## config.mk

```make
export PLATFORM = sky130hd
export DESIGN_NAME = dual_quadrature_counter_readout
export DESIGN_NICKNAME = d
export VERILOG_FILES = /design/src/hw/rtl/dqcr_pkg.sv /design/src/hw/rtl/dual_quadrature_counter_readout.sv /design/src/hw/rtl/dqcr_front.sv /design/src/hw/rtl/dqcr_queue.sv /design/src/hw/rtl/dqcr_back.sv
export SDC_FILE = /design/constraint.sdc
export NUM_CORES = 1
export LEC_CHECK = 0
export ABC_AREA = 1
export ABC_CLOCK_PERIOD_IN_PS = 2920
export BUFFER_PORTS_ARGS = -buffer_cell sky130_fd_sc_hd__buf_4
export CAP_MARGIN = 20
export CORE_ASPECT_RATIO = 0.6
export CORE_MARGIN = 2
export CORE_UTILIZATION = 25
export CTS_CLUSTER_SIZE = 12
export DETAILED_ROUTE_END_ITERATION = 10
export GPL_ROUTABILITY_DRIVEN = 0
export MAX_ROUTING_LAYER = met4
export PLACE_DENSITY = 0.48
export SYNTH_ARGS = -nofsm -noshare
export SYNTH_HDL_FRONTEND = slang
export SYNTH_HIERARCHICAL = 1
export SYNTH_SLANG_ARGS = --single-unit
```

## constraint.sdc

```tcl
create_clock -name clk -period 2.92 [get_ports clk]
set_input_delay 0.146 -clock clk [delete_from_list [all_inputs] [get_ports clk]]
set_output_delay 0.146 -clock clk [all_outputs]
set_load 0.005 [all_outputs]
```

## src/hw/rtl/dqcr_pkg.sv

```systemverilog
// shared types, constants and the edge counting function of the dual quadrature counter readout
package dqcr_pkg;

  localparam int QUEUE_DEPTH = 4;
  localparam int QPTR_W      = $clog2(QUEUE_DEPTH);
  localparam int QCNT_W      = $clog2(QUEUE_DEPTH + 1);

  // one read transaction: the snapshot taken at the previous read
  typedef struct packed {
    logic signed [7:0] held_two;
    logic signed [7:0] held_one;
  } rec_t;

  typedef struct packed {
    logic full;
    logic empty;
  } queue_status_t;

  typedef enum logic {
    PHASE_FIRST  = 1'b0,
    PHASE_SECOND = 1'b1
  } byte_phase_t;

  localparam logic SEL_ENC_ONE = 1'b0;
  localparam logic SEL_ENC_TWO = 1'b1;

  function automatic logic signed [7:0] count_step(
    input logic signed [7:0] cnt,
    input logic              a,
    input logic              b,
    input logic              old_a,
    input logic              old_b,
    input logic              four_x
  );
    logic signed [7:0] res;
    res = cnt;
    if (a != old_a) begin
      res = (a == b) ? res + 8'sd1 : res - 8'sd1;
    end
    if (four_x && (b != old_b)) begin
      res = (a != b) ? res + 8'sd1 : res - 8'sd1;
    end
    return res;
  endfunction

endpackage

```

## src/hw/rtl/dual_quadrature_counter_readout.sv

```systemverilog
// top level of the dual quadrature counter readout
// One pin sample is accepted every clock cycle while the read queue is not full; edges are counted
// in the cycle of acceptance and a read snapshots the counts at once. Each read leaves two output
// bytes (encoder 1, then encoder 2 with tlast) that the output register sends one after the other,
// each held until out_tready; new reads queue up meanwhile. A four-entry read queue sits between
// counting and output; in_tready drops only while it is full, so sampling continues while results wait.
module dual_quadrature_counter_readout (
  input  logic       clk,
  input  logic       rst_n,
  input  logic       cfg_we,
  input  logic       cfg_wdata,     // mode_four_x
  input  logic       in_tvalid,
  output logic       in_tready,
  input  logic [7:0] in_tdata,      // enc1_phase_a, enc1_phase_b, enc2_phase_a, enc2_phase_b, zero pad
  input  logic       in_tuser,      // req_type
  output logic       out_tvalid,
  input  logic       out_tready,
  output logic [7:0] out_tdata,     // delta_value
  output logic       out_tuser,     // encoder_sel
  output logic       out_tlast      // last_byte
);

  dqcr_pkg::queue_status_t q_status;
  dqcr_pkg::rec_t          push_rec, head_rec;
  logic                    push, pop;

  dqcr_front u_front (
    .clk       (clk),
    .rst_n     (rst_n),
    .cfg_we    (cfg_we),
    .cfg_wdata (cfg_wdata),
    .in_valid  (in_tvalid),
    .in_req    (in_tuser),
    .in_levels (in_tdata[3:0]),
    .q_status  (q_status),
    .in_ready  (in_tready),
    .push      (push),
    .push_rec  (push_rec)
  );

  dqcr_queue u_queue (
    .clk      (clk),
    .rst_n    (rst_n),
    .push     (push),
    .push_rec (push_rec),
    .pop      (pop),
    .head_rec (head_rec),
    .q_status (q_status)
  );

  dqcr_back u_back (
    .clk       (clk),
    .rst_n     (rst_n),
    .head_rec  (head_rec),
    .q_status  (q_status),
    .pop       (pop),
    .out_ready (out_tready),
    .out_valid (out_tvalid),
    .out_data  (out_tdata),
    .out_sel   (out_tuser),
    .out_last  (out_tlast)
  );

endmodule

```

## src/hw/rtl/dqcr_front.sv

```systemverilog
// front end: accepts pin samples, counts edges and snapshots the counts on a read
module dqcr_front (
  input  logic                  clk,
  input  logic                  rst_n,
  input  logic                  cfg_we,
  input  logic                  cfg_wdata,
  input  logic                  in_valid,
  input  logic                  in_req,
  input  logic [3:0]            in_levels,
  input  dqcr_pkg::queue_status_t q_status,
  output logic                  in_ready,
  output logic                  push,
  output dqcr_pkg::rec_t        push_rec
);

  logic                mode_four_x_r;
  logic [3:0]          prev_levels_r;
  logic signed [7:0]   live_one_r, live_two_r;
  logic signed [7:0]   held_one_r, held_two_r;
  logic signed [7:0]   live_one_nxt, live_two_nxt;
  logic                accept;

  assign in_ready = !q_status.full;
  assign accept   = in_valid && in_ready;
  assign push     = accept && in_req;

  assign push_rec.held_one = held_one_r;
  assign push_rec.held_two = held_two_r;

  always_comb begin
    live_one_nxt = dqcr_pkg::count_step(live_one_r, in_levels[0], in_levels[1],
                                        prev_levels_r[0], prev_levels_r[1], mode_four_x_r);
    live_two_nxt = dqcr_pkg::count_step(live_two_r, in_levels[2], in_levels[3],
                                        prev_levels_r[2], prev_levels_r[3], mode_four_x_r);
  end

  always_ff @(posedge clk) begin
    if (!rst_n) begin
      mode_four_x_r <= 1'b0;
      prev_levels_r <= 4'hF;
      live_one_r    <= '0;
      live_two_r    <= '0;
      held_one_r    <= '0;
      held_two_r    <= '0;
    end else begin
      if (cfg_we) begin
        mode_four_x_r <= cfg_wdata;
      end
      if (accept) begin
        prev_levels_r <= in_levels;
        if (in_req) begin
          held_one_r <= live_one_nxt;
          held_two_r <= live_two_nxt;
          live_one_r <= '0;
          live_two_r <= '0;
        end else begin
          live_one_r <= live_one_nxt;
          live_two_r <= live_two_nxt;
        end
      end
    end
  end

endmodule

```

## src/hw/rtl/dqcr_queue.sv

```systemverilog
// short queue of pending read transactions between front and back
module dqcr_queue (
  input  logic                    clk,
  input  logic                    rst_n,
  input  logic                    push,
  input  dqcr_pkg::rec_t          push_rec,
  input  logic                    pop,
  output dqcr_pkg::rec_t          head_rec,
  output dqcr_pkg::queue_status_t q_status
);

  dqcr_pkg::rec_t                   mem_r [dqcr_pkg::QUEUE_DEPTH];
  logic [dqcr_pkg::QPTR_W-1:0]      wr_ptr_r, rd_ptr_r;
  logic [dqcr_pkg::QCNT_W-1:0]      count_r;

  function automatic logic [dqcr_pkg::QPTR_W-1:0] ptr_inc(
    input logic [dqcr_pkg::QPTR_W-1:0] p
  );
    return (p == dqcr_pkg::QPTR_W'(dqcr_pkg::QUEUE_DEPTH - 1)) ?
           '0 : p + dqcr_pkg::QPTR_W'(1);
  endfunction

  assign q_status.empty = (count_r == '0);
  assign q_status.full  = (count_r == dqcr_pkg::QCNT_W'(dqcr_pkg::QUEUE_DEPTH));
  assign head_rec       = mem_r[rd_ptr_r];

  always_ff @(posedge clk) begin
    if (push) begin
      mem_r[wr_ptr_r] <= push_rec;
    end
  end

  always_ff @(posedge clk) begin
    if (!rst_n) begin
      wr_ptr_r <= '0;
      rd_ptr_r <= '0;
      count_r  <= '0;
    end else begin
      if (push) begin
        wr_ptr_r <= ptr_inc(wr_ptr_r);
      end
      if (pop) begin
        rd_ptr_r <= ptr_inc(rd_ptr_r);
      end
      case ({push, pop})
        2'b10:   count_r <= count_r + dqcr_pkg::QCNT_W'(1);
        2'b01:   count_r <= count_r - dqcr_pkg::QCNT_W'(1);
        default: count_r <= count_r;
      endcase
    end
  end

  a_no_push_full: assert property (@(posedge clk) disable iff (!rst_n)
    push |-> !q_status.full) else $error("push into full queue");

  a_no_pop_empty: assert property (@(posedge clk) disable iff (!rst_n)
    pop |-> !q_status.empty) else $error("pop from empty queue");

  a_count_bound: assert property (@(posedge clk) disable iff (!rst_n)
    count_r <= dqcr_pkg::QCNT_W'(dqcr_pkg::QUEUE_DEPTH)) else $error("queue count overflow");

  a_count_track: assert property (@(posedge clk) disable iff (!rst_n)
    (push && !pop) |=> !q_status.empty) else $error("queue empty after push");

endmodule

```

## src/hw/rtl/dqcr_back.sv

```systemverilog
// back end: turns each queued read into two output bytes through an output register
module dqcr_back (
  input  logic                    clk,
  input  logic                    rst_n,
  input  dqcr_pkg::rec_t          head_rec,
  input  dqcr_pkg::queue_status_t q_status,
  output logic                    pop,
  input  logic                    out_ready,
  output logic                    out_valid,
  output logic [7:0]              out_data,
  output logic                    out_sel,
  output logic                    out_last
);

  dqcr_pkg::byte_phase_t phase_r, phase_nxt;
  logic                  out_valid_r, out_valid_nxt;
  logic [7:0]            out_data_r, out_data_nxt;
  logic                  out_sel_r, out_sel_nxt;
  logic                  load;

  assign load      = !out_valid_r || out_ready;
  assign out_valid = out_valid_r;
  assign out_data  = out_data_r;
  assign out_sel   = out_sel_r;
  assign out_last  = out_sel_r;

  always_comb begin
    phase_nxt     = phase_r;
    out_valid_nxt = out_valid_r;
    out_data_nxt  = out_data_r;
    out_sel_nxt   = out_sel_r;
    pop           = 1'b0;
    if (load) begin
      out_valid_nxt = 1'b0;
      unique case (phase_r)
        dqcr_pkg::PHASE_FIRST: begin
          if (!q_status.empty) begin
            out_valid_nxt = 1'b1;
            out_data_nxt  = head_rec.held_one;
            out_sel_nxt   = dqcr_pkg::SEL_ENC_ONE;
            phase_nxt     = dqcr_pkg::PHASE_SECOND;
          end
        end
        dqcr_pkg::PHASE_SECOND: begin
          out_valid_nxt = 1'b1;
          out_data_nxt  = head_rec.held_two;
          out_sel_nxt   = dqcr_pkg::SEL_ENC_TWO;
          phase_nxt     = dqcr_pkg::PHASE_FIRST;
          pop           = 1'b1;
        end
        default: phase_nxt = dqcr_pkg::PHASE_FIRST;
      endcase
    end
  end

  always_ff @(posedge clk) begin
    if (!rst_n) begin
      phase_r     <= dqcr_pkg::PHASE_FIRST;
      out_valid_r <= 1'b0;
      out_sel_r   <= dqcr_pkg::SEL_ENC_ONE;
    end else begin
      phase_r     <= phase_nxt;
      out_valid_r <= out_valid_nxt;
      out_sel_r   <= out_sel_nxt;
    end
  end

  always_ff @(posedge clk) begin
    out_data_r <= out_data_nxt;
  end

  a_second_has_entry: assert property (@(posedge clk) disable iff (!rst_n)
    (phase_r == dqcr_pkg::PHASE_SECOND) |-> !q_status.empty)
    else $error("second byte pending without queued read");

  a_first_sets_phase: assert property (@(posedge clk) disable iff (!rst_n)
    (out_valid_r && out_sel_r == dqcr_pkg::SEL_ENC_ONE) |-> (phase_r == dqcr_pkg::PHASE_SECOND))
    else $error("first byte shown without second pending");

  a_pop_on_second: assert property (@(posedge clk) disable iff (!rst_n)
    pop |=> (out_valid_r && out_sel_r == dqcr_pkg::SEL_ENC_TWO))
    else $error("pop without second byte loaded");

endmodule
```

* Yosys cells after proc, flatten, opt, wreduce, memory -nomap -nowiden
Memory sizes are Yosys's and may differ from the RTL's. A register that Yosys moved wholly into a read port is not among the register bits.
Cells that the tools add are included.
** Operators by class
- Eq/ne operators :: 14
- Reduce and logical (&&, ||, !) cells :: 11
- Muxes and demuxes :: 26
- Bitwise gates (word level) :: 1
- Add/sub/neg operators :: 12
** Operators with widths (count)
- $mux W8 :: 11
- $add A8 B2 Y8 const B :: 4
- $sub A8 B2 Y8 const B :: 4
- $pmux W8 S2 :: 1
- $mux W2 :: 4
- $eq A2 B2 Y1 const B :: 3
- $mux W1 :: 6
- $ne A1 B1 Y1 :: 6
- $pmux W1 S2 :: 3
- $pmux W3 S2 :: 1
- $add A2 B1 Y2 const B :: 2
- $logic_and A1 B1 Y1 :: 4
- $reduce_and A2 Y1 :: 2
- $add A3 B1 Y3 const B :: 1
- $eq A3 B3 Y1 const B :: 1
- $logic_not A3 Y1 :: 1
- $sub A3 B1 Y3 const B :: 1
- $eq A1 B1 Y1 :: 2
- $eq A2 B1 Y1 const B :: 1
- $logic_not A1 Y1 :: 2
- $ne A2 B2 Y1 const B :: 1
- $reduce_bool A2 Y1 :: 1
- $logic_or A1 B1 Y1 :: 1
- $not A1 Y1 :: 1
** Word-level totals
- Memories :: 1
- Bits in writable memories :: 64
- Register bits after elaboration :: 55
- Bits of input ports :: 15
- Output and inout port bits :: 12
- Logic and storage cells :: 78
** Memory list
- u_queue.mem_r :: depth 4, width 16, read ports 1, clocked after Yosys merged registers in 1, wr ports 1, RTL line dqcr_queue.sv:12 : dqcr_pkg::rec_t mem_r [dqcr_pkg::QUEUE_DEPTH];

* Longest topological paths before layout
- Depth after elaboration :: 7
- Depth in mapped cells :: 24
- Mapped depth without buffers :: 24

* Modules after synthesis
Netlist, hierarchy kept.
** By module, submodules not included
- dqcr_front :: area each 3129.3 µm², times used 1, seq. area each 740.7 µm², cells an instance 489
- dqcr_queue :: area each 2815.2 µm², times used 1, seq. area each 2102.0 µm², cells an instance 214
- dqcr_back :: area each 498.0 µm², times used 1, seq. area each 300.3 µm², cells an instance 52

* Worst setup path after synthesis
Ideal clock, no wire load.
- Path type :: in2reg
- Start point :: in in_tdata[2]
- End point :: reg u_front.held_two_r[7]
- Arrival time :: 2.605 ns
- Data required time :: 2.806 ns
- Setup slack :: 0.202 ns
- Stages on the path :: 22
- Setup time :: 0.114 ns
- Buffers on the path :: 0
- Cells stage by stage :: inv_2 nand2_1 nand2_2 inv_1 ha_1 a21oi_1 nand2_1 o21ai_0 nand2_1 ha_1 nand2_1 inv_1 a21oi_1 nand2_2 nand2_2 nand2_1 nand2_1 nand3_1 nand2_1 nand2_1 o21bai_1 inv_1
** On the way
- Cells in the longest elaborated chain, start to end :: 6
- Elaborated cells on any way between the ends :: 9
- Those cells by class :: add/sub (2); eq/ne (3); mux (4)
** RTL lines
- start, declared :: RTL line dual_quadrature_counter_readout.sv:14 : input logic [7:0] in_tdata,
- $eq A1 B1 Y1 :: RTL line dqcr_pkg.sv:38 : res = (a == b) ? res + 8'sd1 : res - 8'sd1;
- $mux W8 :: RTL line dqcr_pkg.sv:38
- $mux W8 :: RTL line dqcr_pkg.sv:37 : if (a != old_a) begin
- $sub A8 B2 Y8 or $add A8 B2 Y8 (tied branches) :: RTL line dqcr_pkg.sv:41 : res = (a != b) ? res + 8'sd1 : res - 8'sd1;
- $mux W8 :: RTL line dqcr_pkg.sv:41
- $mux W8 (*) :: RTL line dqcr_pkg.sv:40 : if (four_x && (b != old_b)) begin
- end signal, assigned :: RTL line dqcr_front.sv:53 : held_two_r <= live_two_nxt;
- end, declared :: RTL line dqcr_front.sv:19 : logic signed [7:0] held_one_r, held_two_r;
Every way passes the cells marked *; elsewhere a longest branch is shown, timed or not.
A chain may end at the register's enable or synchronous reset.

* Final worst setup path
- Start point :: reg u_front.live_one_r[1]
- End point :: reg u_front.live_one_r[7]
** On the way
- Cells in the longest elaborated chain, start to end :: 7
- Elaborated cells on any way between the ends :: 9
- Those cells by class :: add/sub (4); mux (5)
** RTL lines
- start, declared :: RTL line dqcr_front.sv:18 : logic signed [7:0] live_one_r, live_two_r;
- start signal, assigned :: RTL line dqcr_front.sv:57 : live_one_r <= live_one_nxt;
- $sub A8 B2 Y8 or $add A8 B2 Y8 (tied branches) :: RTL line dqcr_pkg.sv:38
- $mux W8 :: RTL line dqcr_pkg.sv:38
- $mux W8 (*) :: RTL line dqcr_pkg.sv:37
- $sub A8 B2 Y8 or $add A8 B2 Y8 (tied branches) :: RTL line dqcr_pkg.sv:41
- $mux W8 :: RTL line dqcr_pkg.sv:41
- $mux W8 (*) :: RTL line dqcr_pkg.sv:40
- $mux W8 (*) :: RTL line dqcr_front.sv:51 : if (in_req) begin
Marked as above.

==> summary.md <==
| Metric | Value |
|---|---|
| Fmax | 0.375 GHz |
| Initial antenna violation count | 0 |
| Required @ worst endpoint | 3.26 ns |
| Syn. warnings | 6 |
| Global-route wire length before repair | 26.5 mm |
| Type of the worst min-delay path | in2reg |
| Clock latency on the worst-skew pair | 0.42 ns |
| Final core utilization | 31.4% |
| Total gr overflow | 0 |
| Core ar. | 0.0253 sq mm |
| Ratio of cells with drive above 1 in the final layout | 18.4% |
| Distinct cells, synth | 35 |
| Slew HR | 50.0% |
| Max rail drop VDD | 372 uV |
| Max Buffers Root-to-Sink | 2 |
| Status | finished, final reports clean |
| Initial Utilization | 25.5% |
| Crit start category | flip-flop |
| #FFs+latches synth | 121 |
| Setup TNS | 0 ns |
| Post-layout min period | 2.67 ns |
| CTS tree | yes |
| Commonest non-fill, non-tap cell in the layout | nand2_1 |
| Seq/Total Area, Yosys | 48.8% |
| Drt first pass iters | 4 |
| Actual slew at the worst max-slew pin | 0.750 ns |
| Iter 0 DRT Violations | 319 |
| WL final | 15.7 mm |
| Buffers on Ports | 22 |
| Clock sinks | 121 |
| RSZ-0062 raised after global routing | yes |
| Vias | 5084 |
| Endpoints failing hold | 0 |
| H-tree depth | 4 |
| Most frequent cells in the layout | nand2_1, inv_1, buf_4 |
| Tcrit/Tclk final | 91.4% |
| Area post-placement | 0.00734 sq mm |
| Post-DP HPWL | 11.2 mm |
| All-layer global routing usage | 13.0% |
| DRC Markers | 0 |
| # diodes | 0 |
| DR WL/cell | 13.3 um |
| TritonCTS Buffers | 17 |
| Cells after Synth | 755 |
| Clk slew on worst S/H paths | 0.06 ns |
| Final net count | 887 |
| Syn nets | 807 |
| Overall die height | 128 um |
| Critical Path AT | 3.01 ns |
| Design Area, Final | 0.00794 sq mm |
| Worst Clk Skew | 0.0138 ns |
| Clock root buffer | clkbuf_16 |
| Leakage | 3.54 nW |
| Final setup fails | 0 |
| Die ar. | 0.0271 sq mm |
| R2R Path Start | u_front/live_one_r[1]$_SDFFE_PN0P_ |
| Largest net degree at the start of global routing | 33 |
| Number of global-route vias before repair | 4944 |
| Max-slew violation count | 0 |
| Maxcap violations | 0 |
| Power Density | 770 mW/mm^2 |
| Endpoint class of the critical path | flip-flop |
| Area Growth Syn to Fin | 23.2% |
| IO Pins | 27 |
| Rows | 45 |
| Vias per std cell | 4.32 |
| Source of the worst hold timing path | out_tready |
| Antenna-violating nets left | 0 |
| Crit Path Max Fanout | 4 |
| CP Class | reg2reg |
| CP startpoint | u_front/live_one_r[1]$_SDFFE_PN0P_ |
| Synthesized cell area | 0.00644 sq mm |
| Horiz. Die Dim | 211 um |
| Avg Cell Area, Syn | 8.53 sq um |
-- kinds of logic after synthesis --
logic type	after synthesis	share of synthesized area, %
and+or+nand+nor	317	21.0
DFF	121	48.8
xor gates and xnor gates	11	1.50
adders and majority gates	37	7.77
buffers and inverters	120	7.59
AOI/OAI and AO/OA	149	13.3
-- repair_timing --
action / in CTS / in global routing
hold buffers: 2 / 0
setup endpoints to repair: 0 / 12
buffers inserted: 0 / 0
gates resized for setup: 0 / 10
endpoints found under the hold margin: 1 / 0
-- synth_stat cells --
master      n  share of area, %
buf_4       3              0.35
nand3_2     2              0.31
xnor2_1     8               1.1
xor2_1      3              0.41
a21oi_1    37               2.9
nand2_2    12               1.2
nor2_1     53               3.1
o21ai_0    30               2.3
nand3_1    45               3.5
a21oi_2     5              0.68
nand2_4     2              0.35
o21ai_1    34               2.6
o22ai_1    16               1.6
nor3_1      6              0.47
ha_1       32               6.2
inv_2      13              0.76
o21bai_1   11               1.3
nor3_4      2              0.50
clkbuf_1    5              0.29
a21o_1      5              0.58
inv_4       1             0.097
dfxtp_1    49                15
o21ai_2     2              0.27
buf_6       2              0.35
fa_1        5               1.6
inv_1      86               5.0
or2_0       2              0.19
nand2_1   188                11
edfxtp_1   72                34
nand4_1     5              0.49
clkinv_1    1             0.058
o211ai_1    8              0.93
buf_1       1             0.058
o211ai_2    1              0.19
buf_2       8              0.62
-- worst max-delay path, cell delays in order (launching register included) --
cell,delay (ns)
dfxtp_2,0.37
inv_1,0.07
fa_2,0.41
nor2_2,0.14
o21ai_0,0.11
nand3_1,0.11
nand2_1,0.10
ha_4,0.29
nand2_1,0.06
nor2_1,0.11
nand3_1,0.11
nand2_2,0.11
nand2_2,0.06
nand2_1,0.07
nand2_2,0.05
nand3_1,0.06
nand2_1,0.05
nand2_1,0.10
nand2_1,0.09
a21oi_2,0.13
-- path summary, 6_finish.rpt --
check                                                          end  slack, ns  cells after the start
worst max-delay path            u_front/live_one_r[7]$_SDFFE_PN0P_       0.25                     19
worst min-delay path                 u_back/out_valid$_SDFFE_PN0P_       0.04                      4
worst max register to register  u_front/live_one_r[7]$_SDFFE_PN0P_       0.25                     19
worst min register to register        u_back/out_last$_SDFFE_PN0P_       0.48                      2
-- metal layers --
| metal | vias to the layer above | track usage [%] | part of all wire, % |
|---|---|---|---|
| met3 | 6 | 3.05 | 3.8 |
| met4 | 0 | 3.02 | 0.52 |
| met2 | 77 | 18.0 | 40 |
| met5 | - | - | 0 |
| met1 | 2318 | 19.0 | 56 |
| li1 | 2683 | - | - |
-- metrics by stage --
stage	power, W	cells	setup slack (ns)	hold WS [ns]
3_5_place_dp	0.00422	1143	-0.0701	0.389
4_1_cts	0.00618	1177	0.0427	0.0257
2_1_floorplan	0.00353	755	0.202	0.267
5_1_grt	0.00656	1177	-0.00648	0.0378
3_3_place_gp	0.00422	1142	-0.0560	0.385
6_report	0.00611	1177	0.252	0.0416
-- flip-flops by register name (all words and copies together) (netlist names), named ones only --
register and count:
u_back/out_data 8, u_front/held_one_r 8, u_queue/mem_r 64, u_front/live_one_r 8, u_queue/wr_ptr_r 2, u_back/phase_r 1
u_back/out_valid 1, u_back/out_last 1, u_front/mode_four_x_r 1, u_queue/count_r 3, u_front/held_two_r 8, u_queue/rd_ptr_r 2
u_front/live_two_r 8, u_front/prev_levels_r 4
-- power by group --
part	total [W]	switching [W]	internal [W]
Combinational	0.00196	0.00119	0.000763
Clock	0.00192	0.000759	0.00116
Sequential	0.00223	0.000137	0.00210
Total	0.00611	0.00209	0.00402
-- final cells by class --
cell class | count | area, sq um
Clock buffer | 20 | 437
Clock inverter | 12 | 103
Fill cell | 2681 | 17300
Inverter | 101 | 382
Multi-Input combinational cell | 514 | 2850
Sequential cell | 121 | 3150
Tap cell | 329 | 412
Timing Repair Buffer | 80 | 609
No activity file was read; power rests on OpenSTA's default activity.
